## config.mk

```make
export PLATFORM = sky130hd
export DESIGN_NAME = can_tp_reassembler_core
export DESIGN_NICKNAME = d
export VERILOG_FILES = /design/src/cantp_pkg.sv /design/src/can_tp_reassembler_core.sv /design/src/cantp_ctrl.sv /design/src/cantp_datapath.sv
export SDC_FILE = /design/constraint.sdc
export NUM_CORES = 1
export LEC_CHECK = 0
export BUFFER_PORTS_ARGS = -buffer_cell sky130_fd_sc_hd__clkbuf_2
export CAP_MARGIN = 15
export CORE_MARGIN = 3
export CORE_UTILIZATION = 30
export CTS_CLUSTER_DIAMETER = 80
export DETAILED_ROUTE_END_ITERATION = 8
export PLACE_DENSITY = 0.42
export SLEW_MARGIN = 15
export SYNTH_ARGS = -nofsm -noshare
export SYNTH_HDL_FRONTEND = slang
export SYNTH_SLANG_ARGS = --single-unit
```

## constraint.sdc

```tcl
create_clock -name clk -period 10.7 [get_ports clk]
set_clock_uncertainty 0.1 [all_clocks]
set_input_delay 1.605 -clock clk [delete_from_list [all_inputs] [get_ports clk]]
set_output_delay 1.605 -clock clk [all_outputs]
set_load 0.01 [all_outputs]
```

## src/cantp_pkg.sv

```systemverilog
// shared types and constants of the can-tp reassembler
`default_nettype none

package cantp_pkg;

    localparam int LEN_W  = 12;
    localparam int DLC_W  = 4;
    localparam int BYTE_W = 8;
    localparam int IDX_W  = 7;
    localparam int CNT_W  = 3;

    // pci type codes (upper nibble of byte 0)
    localparam logic [3:0] PCI_SINGLE = 4'h0;
    localparam logic [3:0] PCI_FIRST  = 4'h1;
    localparam logic [3:0] PCI_CONSEC = 4'h2;

    localparam logic [DLC_W-1:0] FRAME_BYTES     = 4'd8;
    localparam logic [CNT_W-1:0] FIRST_CHUNK_MAX = 3'd6;

    typedef enum logic [1:0] {
        ST_IDLE,
        ST_DECODE,
        ST_WRITE,
        ST_FINISH
    } cantp_state_t;

    typedef struct packed {
        logic capture;
        logic decode;
        logic write;
        logic finish;
    } cantp_cmd_t;

    typedef struct packed {
        logic is_read;
        logic wr_done;
    } cantp_sts_t;

endpackage

`default_nettype wire

```

## src/can_tp_reassembler_core.sv

```systemverilog
// top level of the can-tp receive reassembler
//
// input channel: in_valid / in_ready carries one item: func selects between a
// received can frame (frame_dlc, byte0..byte7) and a read of one buffer byte
// at read_index.
// output channel: out_valid / out_ready returns one result item per input
// item: complete, busy_res, msg_len and read_byte.
// timing: one item at a time. an item is accepted, then decoded.
// a read then goes straight to finish. a frame writes its stored payload
// bytes one at a time (0 to 7, through the byte-wide buffer write port),
// closes the write step, then goes to finish.
// the result shows the cycle after finish.
// the result sits in an output register, so a new item is taken while a
// result still waits; if the receiver stalls, the next item waits in the
// finish step until the output register frees up.
// reset clears the transfer state (no transfer active, count zero); the
// buffer contents are not cleared and no clearing pass runs.
`default_nettype none

module can_tp_reassembler_core #(
    parameter int MAX_MESSAGE = 128
) (
    input  wire logic                          clk,
    input  wire logic                          rst_n,
    input  wire logic                          in_valid,
    output logic                               in_ready,
    input  wire logic                          func,
    input  wire logic [cantp_pkg::DLC_W-1:0]   frame_dlc,
    input  wire logic [cantp_pkg::BYTE_W-1:0]  byte0,
    input  wire logic [cantp_pkg::BYTE_W-1:0]  byte1,
    input  wire logic [cantp_pkg::BYTE_W-1:0]  byte2,
    input  wire logic [cantp_pkg::BYTE_W-1:0]  byte3,
    input  wire logic [cantp_pkg::BYTE_W-1:0]  byte4,
    input  wire logic [cantp_pkg::BYTE_W-1:0]  byte5,
    input  wire logic [cantp_pkg::BYTE_W-1:0]  byte6,
    input  wire logic [cantp_pkg::BYTE_W-1:0]  byte7,
    input  wire logic [cantp_pkg::IDX_W-1:0]   read_index,
    output logic                               out_valid,
    input  wire logic                          out_ready,
    output logic                               complete,
    output logic                               busy_res,
    output logic [cantp_pkg::LEN_W-1:0]        msg_len,
    output logic [cantp_pkg::BYTE_W-1:0]       read_byte
);
    import cantp_pkg::*;

    // command / status between controller and datapath
    cantp_cmd_t cmd;
    cantp_sts_t sts;

    // sequencer: accept, decode, byte writes, finish
    cantp_ctrl u_ctrl (
        .clk       (clk),
        .rst_n     (rst_n),
        .in_valid  (in_valid),
        .in_ready  (in_ready),
        .out_valid (out_valid),
        .out_ready (out_ready),
        .sts       (sts),
        .cmd       (cmd)
    );

    // frame decode, message buffer, transfer state and result register
    cantp_datapath #(
        .MAX_MESSAGE (MAX_MESSAGE)
    ) u_dp (
        .clk        (clk),
        .rst_n      (rst_n),
        .cmd        (cmd),
        .sts        (sts),
        .func       (func),
        .frame_dlc  (frame_dlc),
        .byte0      (byte0),
        .byte1      (byte1),
        .byte2      (byte2),
        .byte3      (byte3),
        .byte4      (byte4),
        .byte5      (byte5),
        .byte6      (byte6),
        .byte7      (byte7),
        .read_index (read_index),
        .complete   (complete),
        .busy_res   (busy_res),
        .msg_len    (msg_len),
        .read_byte  (read_byte)
    );

endmodule

`default_nettype wire

```

## src/cantp_ctrl.sv

```systemverilog
// controller state machine of the can-tp reassembler
`default_nettype none

module cantp_ctrl (
    input  wire logic            clk,
    input  wire logic            rst_n,
    input  wire logic            in_valid,
    output logic                 in_ready,
    output logic                 out_valid,
    input  wire logic            out_ready,
    input  wire cantp_pkg::cantp_sts_t sts,
    output cantp_pkg::cantp_cmd_t cmd
);
    import cantp_pkg::*;

    cantp_state_t state_reg, state_next;
    logic         out_valid_reg, out_valid_next;
    logic         out_free;

    assign out_free  = !out_valid_reg || out_ready;
    assign out_valid = out_valid_reg;

    always_ff @(posedge clk or negedge rst_n)
    begin
        if (!rst_n)
        begin
            state_reg     <= ST_IDLE;
            out_valid_reg <= 1'b0;
        end
        else
        begin
            state_reg     <= state_next;
            out_valid_reg <= out_valid_next;
        end
    end

    // next state
    always_comb
    begin
        state_next = state_reg;
        unique case (state_reg)
            ST_IDLE:
            begin
                if (in_valid)
                    state_next = ST_DECODE;
            end
            ST_DECODE:
            begin
                state_next = sts.is_read ? ST_FINISH : ST_WRITE;
            end
            ST_WRITE:
            begin
                if (sts.wr_done)
                    state_next = ST_FINISH;
            end
            ST_FINISH:
            begin
                if (out_free)
                    state_next = ST_IDLE;
            end
            default: state_next = ST_IDLE;
        endcase
    end

    // outputs
    always_comb
    begin
        in_ready    = 1'b0;
        cmd         = '0;
        unique case (state_reg)
            ST_IDLE:
            begin
                in_ready    = 1'b1;
                cmd.capture = in_valid;
            end
            ST_DECODE: cmd.decode = 1'b1;
            ST_WRITE:  cmd.write  = !sts.wr_done;
            ST_FINISH: cmd.finish = out_free;
            default:   cmd        = '0;
        endcase
        if (cmd.finish)
            out_valid_next = 1'b1;
        else if (out_ready)
            out_valid_next = 1'b0;
        else
            out_valid_next = out_valid_reg;
    end

endmodule

`default_nettype wire

```

## src/cantp_datapath.sv

```systemverilog
// datapath of the can-tp reassembler: frame decode, byte buffer, state, result register
`default_nettype none

module cantp_datapath #(
    parameter int MAX_MESSAGE = 128
) (
    input  wire logic                          clk,
    input  wire logic                          rst_n,
    input  wire cantp_pkg::cantp_cmd_t         cmd,
    output cantp_pkg::cantp_sts_t              sts,
    input  wire logic                          func,
    input  wire logic [cantp_pkg::DLC_W-1:0]   frame_dlc,
    input  wire logic [cantp_pkg::BYTE_W-1:0]  byte0,
    input  wire logic [cantp_pkg::BYTE_W-1:0]  byte1,
    input  wire logic [cantp_pkg::BYTE_W-1:0]  byte2,
    input  wire logic [cantp_pkg::BYTE_W-1:0]  byte3,
    input  wire logic [cantp_pkg::BYTE_W-1:0]  byte4,
    input  wire logic [cantp_pkg::BYTE_W-1:0]  byte5,
    input  wire logic [cantp_pkg::BYTE_W-1:0]  byte6,
    input  wire logic [cantp_pkg::BYTE_W-1:0]  byte7,
    input  wire logic [cantp_pkg::IDX_W-1:0]   read_index,
    output logic                               complete,
    output logic                               busy_res,
    output logic [cantp_pkg::LEN_W-1:0]        msg_len,
    output logic [cantp_pkg::BYTE_W-1:0]       read_byte
);
    import cantp_pkg::*;

    localparam int AW = $clog2(MAX_MESSAGE);
    localparam logic [LEN_W-1:0] MAX_LEN  = LEN_W'(MAX_MESSAGE);
    localparam logic [LEN_W:0]   MAX_WIDE = (LEN_W+1)'(MAX_MESSAGE);

    logic [BYTE_W-1:0] mem [MAX_MESSAGE];

    // captured item
    logic              func_reg;
    logic [DLC_W-1:0]  dlc_reg;
    logic [BYTE_W-1:0] d_reg [8];
    logic [IDX_W-1:0]  ridx_reg;

    // message state
    logic [LEN_W-1:0]  rcv_reg, tot_reg;
    logic [3:0]        seq_reg;
    logic              act_reg;

    // plan from decode, committed at finish
    logic [LEN_W-1:0]  p_rcv_reg, p_tot_reg, p_rcv_next, p_tot_next;
    logic [3:0]        p_seq_reg, p_seq_next;
    logic              p_act_reg, p_act_next, p_cpl_reg, p_cpl_next;
    logic              p_rdok_reg, p_rdok_next;
    logic [BYTE_W-1:0] rd_data_reg;

    // byte write sequencer
    logic [CNT_W-1:0]  wr_left_reg, wr_left_next;
    logic [CNT_W-1:0]  wr_src_reg, wr_src_next;
    logic [AW-1:0]     wr_addr_reg, wr_addr_next;

    // result register
    logic              cpl_out_reg, busy_out_reg;
    logic [LEN_W-1:0]  len_out_reg;
    logic [BYTE_W-1:0] rbyte_out_reg;

    logic [3:0]        frame_kind, pci_low;
    logic [DLC_W-1:0]  dlc_m1;
    logic [CNT_W-1:0]  chunk;
    logic [LEN_W:0]    sum;
    logic [LEN_W-1:0]  first_len;
    logic [LEN_W-1:0]  ridx_ext;

    assign sts.is_read = func_reg;
    assign sts.wr_done = (wr_left_reg == '0);

    assign frame_kind = d_reg[0][7:4];
    assign pci_low    = d_reg[0][3:0];
    assign dlc_m1     = dlc_reg - 4'd1;
    assign first_len  = {pci_low, d_reg[1]};
    assign ridx_ext   = LEN_W'(ridx_reg);

    // frame decode
    always_comb
    begin
        p_rcv_next   = rcv_reg;
        p_tot_next   = tot_reg;
        p_seq_next   = seq_reg;
        p_act_next   = act_reg;
        p_cpl_next   = 1'b0;
        p_rdok_next  = func_reg && (ridx_ext < rcv_reg) && (ridx_ext < MAX_LEN);
        wr_left_next = '0;
        wr_src_next  = 3'd1;
        wr_addr_next = '0;
        chunk        = 3'(dlc_m1);
        sum          = {1'b0, rcv_reg} + (LEN_W+1)'(chunk);
        if (!func_reg && dlc_reg != '0)
        begin
            unique case (frame_kind)
                PCI_SINGLE:
                begin
                    if (!(pci_low > dlc_m1 || LEN_W'(pci_low) > MAX_LEN))
                    begin
                        wr_left_next = 3'(pci_low);
                        p_rcv_next   = LEN_W'(pci_low);
                        p_tot_next   = LEN_W'(pci_low);
                        p_act_next   = 1'b0;
                        p_cpl_next   = 1'b1;
                    end
                end
                PCI_FIRST:
                begin
                    if (first_len <= MAX_LEN)
                    begin
                        if (dlc_reg == FRAME_BYTES)
                            chunk = FIRST_CHUNK_MAX;
                        else if (dlc_reg >= 4'd2)
                            chunk = 3'(dlc_reg - 4'd2);
                        else
                            chunk = '0;
                        wr_left_next = chunk;
                        wr_src_next  = 3'd2;
                        p_rcv_next   = LEN_W'(chunk);
                        p_tot_next   = first_len;
                        p_seq_next   = 4'd1;
                        p_act_next   = 1'b1;
                    end
                end
                PCI_CONSEC:
                begin
                    if (act_reg)
                    begin
                        if (pci_low != seq_reg || rcv_reg > MAX_LEN || sum > MAX_WIDE)
                        begin
                            // sequence error or overflow: abort
                            p_act_next = 1'b0;
                            p_rcv_next = '0;
                        end
                        else
                        begin
                            wr_left_next = chunk;
                            wr_addr_next = AW'(rcv_reg);
                            p_rcv_next   = sum[LEN_W-1:0];
                            p_seq_next   = (seq_reg == 4'hF) ? 4'd1 : seq_reg + 4'd1;
                            if (sum[LEN_W-1:0] >= tot_reg)
                            begin
                                p_act_next = 1'b0;
                                p_cpl_next = 1'b1;
                            end
                        end
                    end
                end
                default: p_cpl_next = 1'b0;
            endcase
        end
    end

    // capture, plan, buffer port and result register (payload, no reset)
    always_ff @(posedge clk)
    begin
        if (cmd.capture)
        begin
            func_reg <= func;
            dlc_reg  <= (frame_dlc > FRAME_BYTES) ? FRAME_BYTES : frame_dlc;
            d_reg[0] <= byte0;
            d_reg[1] <= byte1;
            d_reg[2] <= byte2;
            d_reg[3] <= byte3;
            d_reg[4] <= byte4;
            d_reg[5] <= byte5;
            d_reg[6] <= byte6;
            d_reg[7] <= byte7;
            ridx_reg <= read_index;
        end
        if (cmd.decode)
        begin
            p_rcv_reg   <= p_rcv_next;
            p_tot_reg   <= p_tot_next;
            p_seq_reg   <= p_seq_next;
            p_act_reg   <= p_act_next;
            p_cpl_reg   <= p_cpl_next;
            p_rdok_reg  <= p_rdok_next;
            wr_src_reg  <= wr_src_next;
            wr_addr_reg <= wr_addr_next;
            rd_data_reg <= mem[AW'(ridx_reg)];
        end
        else if (cmd.write)
        begin
            mem[wr_addr_reg] <= d_reg[wr_src_reg];
            wr_src_reg       <= wr_src_reg + 3'd1;
            wr_addr_reg      <= wr_addr_reg + AW'(1);
        end
        if (cmd.finish)
        begin
            cpl_out_reg   <= p_cpl_reg;
            busy_out_reg  <= p_act_reg;
            len_out_reg   <= p_rcv_reg;
            rbyte_out_reg <= p_rdok_reg ? rd_data_reg : '0;
        end
    end

    // message state and write counter
    always_ff @(posedge clk or negedge rst_n)
    begin
        if (!rst_n)
        begin
            rcv_reg     <= '0;
            tot_reg     <= '0;
            seq_reg     <= '0;
            act_reg     <= 1'b0;
            wr_left_reg <= '0;
        end
        else
        begin
            if (cmd.decode)
                wr_left_reg <= wr_left_next;
            else if (cmd.write)
                wr_left_reg <= wr_left_reg - 3'd1;
            if (cmd.finish)
            begin
                rcv_reg <= p_rcv_reg;
                tot_reg <= p_tot_reg;
                seq_reg <= p_seq_reg;
                act_reg <= p_act_reg;
            end
        end
    end

    assign complete  = cpl_out_reg;
    assign busy_res  = busy_out_reg;
    assign msg_len   = len_out_reg;
    assign read_byte = rbyte_out_reg;

endmodule

`default_nettype wire

```

---- Word-level counts from Yosys, hierarchy flattened ----
Memories as Yosys holds them, arrays and structs flattened. A register that Yosys moved wholly into a read port is not among the register bits.
Index checks and enable logic that the tools add are counted.
word-level totals
  memories ................................ 2
  memory bits (writable) .................. 1,088
  logic and storage cells ................. 134
  output and inout bits ................... 24
  register bits after elaboration ......... 110
  bits of input ports ..................... 80
memories
  memory      depth  width  read ports  clocked after Yosys merged registers in  write ports  line                  RTL
  u_dp.mem    128    8      1           1                                        1            cantp_datapath.sv:33  logic [BYTE_W-1:0] mem [MAX_MESSAGE];
  u_dp.d_reg  8      8      3           1                                        8            cantp_datapath.sv:38  logic [BYTE_W-1:0] d_reg [8];
operators by class
  $lt $le $gt $ge ......................... 9
  reduce and logical (&&, ||, !) cells .... 16
  mux-type cells .......................... 67
  add/sub/neg operators ................... 7
  equality and inequality tests ........... 11
operators by type and width
  operator                                                     number
  2-to-1 mux 12 bit                                            8
  2-to-1 mux 3 bit                                             14
  2-to-1 mux 7 bit                                             6
  one-hot mux 12 bit (3 select lines)                          1
  one-hot mux 12 bit (2 select lines)                          1
  2-to-1 mux 1 bit                                             23
  2-to-1 mux 4 bit                                             5
  adder 12 x 3 -> 13 bit                                       1
  > comparator 13 x 8 -> 1 bit (second input constant)         1
  >= comparator 12 bit                                         1
  > comparator 12 x 8 -> 1 bit (second input constant)         1
  <= comparator 12 x 8 -> 1 bit (second input constant)        1
  less-than comparator 7 x 12 -> 1 bit                         1
  one-hot mux 3 bit (3 select lines)                           1
  equality test 4 bit (second input constant)                  2
  less-than comparator 7 x 8 -> 1 bit (second input constant)  1
  2-to-1 mux 2 bit                                             4
  one-hot mux 2 bit (4 select lines)                           1
  one-hot mux 4 bit (2 select lines)                           1
  adder 7 x 1 -> 7 bit (second input constant)                 1
  adder 4 x 1 -> 4 bit (second input constant)                 1
  equality test 2 bit (second input constant)                  2
  equality test 4 x 1 -> 1 bit (second input constant)         1
  equality test 4 x 2 -> 1 bit (second input constant)         1
  other kinds (22)                                             30

---- Depth between registers and ports, before layout ----
  depth after elaboration ................. 9
  depth in mapped cells ................... 16

---- Hierarchy ----
A second synthesis with hierarchy kept.
second synthesis, totals
  cell total of the unflattened synthesis .. 2,405
  area total of the unflattened synthesis .. 47,988.5 sq um
modules (own cells, without submodules)
  module          times used  cells each  seq. area each (sq um)  area each (sq um)
  cantp_datapath  1           2,383       36,024.6                47,758.3
  cantp_ctrl      1           22          75.1                    230.2

---- Worst setup path after synthesis ----
No wires, ideal clock.
  kind .................................... input -> register
  from .................................... input port in_valid
  to ...................................... memory u_dp.d_reg[0][0], enable pin
  stages .................................. 1
  path slack .............................. 6.784 ns
  path buffers ............................ 0
  arrival ................................. 3.373 ns
  library setup time ...................... 0.442 ns
  cells stage by stage .................... and2_1
RTL lines
  what         line                           RTL
  from (decl)  can_tp_reassembler_core.sv:25  input wire logic in_valid,
  to (decl)    cantp_datapath.sv:38

==> impl_metrics.py <==
metrics = {
    "clocking": {
        "cts.clk_slew.worst_paths_ns": 0.06,
        "cts_hold_buf": 0,
        "cts_resized": 0,
        "max-clock-path-buffers": 3,
        "htree_levels": 4,
        "cts_tree": "yes",
        "clock_sink_count": 1209,
        "postCtsSetupBuffers": 0,
        "cts_buffers": 136,
        "root_buffer": "clkbuf_16",
        "clk_latency_ns": 0.76,
    },
    "synthesis": {
        "ys_types": 66,
        "synth_warnings": 0,
        "postSynthAreaPerCell_um2": 21.1,
        "synth_seq_area_share_pct": 75.5,
        "postSynthCellCount": 2272,
        "synth-main-ff-cell": "edfxtp_1",
        "syn_area_um2": 47800,
        "ys_async_sr_fraction_pct": 2.89,
        "ys_seq_elements": 1209,
        "syn_nets": 2391,
        "synth_edf_count": 1171,
    },
    "detailed_routing": {
        "drt-total-wl_um": 123000,
        "drc": 0,
        "wl_per_cell_um": 26.7,
        "via_per_inst": 4.98,
        "vias": 22900,
        "drtIter0Drc": 1585,
        "drt_first_pass_iters": 7,
        "ant_nets": 1,
    },
    "placed_design": {
        "hpwl_um": 75700,
        "gp_congestion": 0.761,
        "numPortBuffers": 103,
    },
    "critical_path": {
        "path_cells": "buf_12 -> buf_12 -> mux4_2 -> mux4_2 -> a22oi_1 -> nand4_1",
        "worst_path_largest_cell_delay_ns": 0.74,
        "critPathArrivalTime_ns": 4.93,
        "critPathLaunchType": "flop",
        "cp_max_fo": 135,
        "cp_num_buf_inv": 2,
        "end_kind": "flop",
        "critPathKind": "flop to flop",
        "cp_slowest_cell": "a22oi_1",
        "crit_family": "buffers and inverters",
        "worstPathRequired_ns": 11.05,
    },
    "global_route": {
        "grt_pass1_vias": 24700,
        "met2_usage_pct": 25.5,
        "overflow": 0,
        "grt_start_max_net_pins": 136,
        "grt.met3_usage_pct": 2.40,
        "grtUsageTotal_pct": 15.1,
        "grtUsageMet1_pct": 20.1,
        "top_usage_layer": "met2",
        "grt_pass1_wl_um": 180000,
        "antenna_found_initial": 1,
    },
    "timing": {
        "fmax_ghz": 0.218,
        "fin_setup_tns_ns": 0,
        "fin_crit_sh_pct": 42.8,
        "maxSlewViolCount": 0,
        "setup_violations": 0,
        "max_slew_margin_pct": 19.0,
        "worst_pin_slew_ns": 1.21,
        "fin_crit_ns": 4.58,
        "rsz0062_at_grt": "no",
        "finalHoldViolations": 0,
    },
    "floorplan": {
        "ioPinCount": 104,
        "die_h_um": 405,
        "die_w_um": 405,
        "dieArea_um2": 164000,
        "rows": 145,
        "initial_utilization_pct": 30.4,
        "core_area_um2": 157000,
    },
    "status": {
        "failed_checks": "antenna violations",
        "status": "complete, but fails checks",
    },
    "final_layout": {
        "seq_area_um2": 36100,
        "multi_input_area_um2": 11200,
        "largest_reg_flops": 1024,
        "area_growth_pct": 15.3,
        "nNetsFinal": 2546,
        "drive_gt1_share_pct": 27.1,
        "fillerInstances": 14500,
    },
    "pwr": {
        "p_leak_nw": 17.3,
        "p_per_area_nw_per_um2": 264,
        "ir_worst_vdd_uv": 245,
        "p_total_mw": 14.6,
    },
    "worst_hold_path": {
        "hold_path.class": "flop to flop",
    },
    "flow_run": {
        "cap_violations": 0,
    },
}
[synth_stat cells (all sizes together), types with 2 or more instances]
cell type / count / area (um2)
a22o: 7 / 61.3
dfrtp: 35 / 876
a22oi: 34 / 255
nor3b: 7 / 52.6
nand4: 15 / 93.8
clkbuf: 61 / 229
nor2b: 16 / 100
a211o: 2 / 17.5
xor2: 12 / 105
o21a: 2 / 15.0
and2: 17 / 106
a31oi: 5 / 31.3
nor2: 148 / 556
o22ai: 3 / 18.8
nand2b: 8 / 50.1
a211oi: 7 / 62.6
xnor2: 10 / 87.6
and3: 4 / 25.0
or3: 3 / 20.0
a222oi: 2 / 20.0
o21ai: 43 / 215
o211ai: 10 / 75.1
ha: 38 / 475
mux4: 328 / 7390
nor4: 7 / 58.8
a21oi: 14 / 70.1
nand3: 23 / 115
a21boi: 5 / 37.5
edfxtp: 1171 / 35200
mux2: 23 / 259
mux2i: 18 / 180
nand2: 62 / 233
buf: 53 / 264
nor3: 10 / 61.3
dfxtp: 3 / 60.1
inv: 39 / 146
a21o: 7 / 52.6
[layout make-up]
cell class | count | area share (%)
repair buffers | 131 | 1.43
multi-input cells | 910 | 20.2
clock buffers | 175 | 6.74
inverters | 39 | 0.265
diodes | 6 | 0.0272
clock inverters | 64 | 1.15
flip-flops and latches | 1209 | 65.5
well taps | 2058 | 4.67
[per-layer routing]
layer  up-vias  wire length [um]
li1       9753                 -
met1     12400             53200
met2       541             61900
met3       191              4650
met5         -                 0
met4         0              2910
[cells by family (layout without fill, tap and decap cells)]
logic type               after synthesis  in the layout  share of synthesized area (%)
XOR/XNOR                              22             22                          0.403
buffers and inverters                153            409                           1.34
AND/OR/NAND/NOR                      326            326                           3.19
adder cells (fa/ha/maj)               39             39                           1.04
other                                  0              6                              0
flip-flops                          1209           1209                           75.5
multiplexers                         369            369                           16.4
AO/OA/AOI/OAI                        154            154                           2.22
[worst paths after layout]
| path | depth (start not counted) | end | slack, ns | start |
|---|---|---|---|---|
| worst max-delay path | 6 | u_dp.rd_data_reg[3]$_DFFE_PP_ | 6.12 | u_dp.ridx_reg[2]$_DFFE_PP_ |
| worst min-delay path | 0 | u_dp.complete$_DFFE_PP_ | 0.33 | u_dp.p_cpl_reg$_SDFFCE_PN0P_ |
| worst max register to register | 6 | u_dp.rd_data_reg[3]$_DFFE_PP_ | 6.12 | u_dp.ridx_reg[2]$_DFFE_PP_ |
| worst min register to register | 0 | u_dp.complete$_DFFE_PP_ | 0.33 | u_dp.p_cpl_reg$_SDFFCE_PN0P_ |
| max in group asynchronous | 1 | u_dp.seq_reg[3]$_DFFE_PN0P_ | 8.95 | rst_n |
| min in group asynchronous | 1 | u_dp.tot_reg[6]$_DFFE_PN0P_ | 0.91 | rst_n |
[stage by stage]
step                hold slack (ns)  utilization [%]  instances  cell area [um2]  setup WS (ns)
finish                        0.333             35.1       4592            55100           6.12
global route                  0.348             35.0       4587            55100           5.99
CTS                           0.338             35.0       4585            55100           6.16
detailed placement            0.325             32.3       4346            50700           6.17
global placement              0.327             32.3       4346            50700           6.20
floorplan                     0.300                -       2272            47800           6.78
[power breakdown]
group,internal (mW),leakage (nW),switching (mW),total (mW)
clock network,2.71,2.11,1.87,4.58
logic,0.853,4.16,2.20,3.06
registers,6.65,11.0,0.259,6.91
total,10.2,17.3,4.33,14.6
[cells in the final DEF (no fill, tap or decap), types with 12 or more instances in the layout]
cell          n
nor2_1      147
a21oi_1      14
clkbuf_1     30
and2_1       16
mux4_2      328
nor2b_1      16
nand4_1      15
inv_1        38
ha_1         37
clkbuf_2    103
buf_4        23
dfrtp_1      35
mux2i_1      18
clkinv_2     15
o21ai_0      39
xor2_1       12
nand2_1      56
clkinv_1     26
edfxtp_1   1171
mux2_2       15
nand3_1      23
a22oi_1      34
clkbuf_16   143
(Power assumes the default switching activity.)
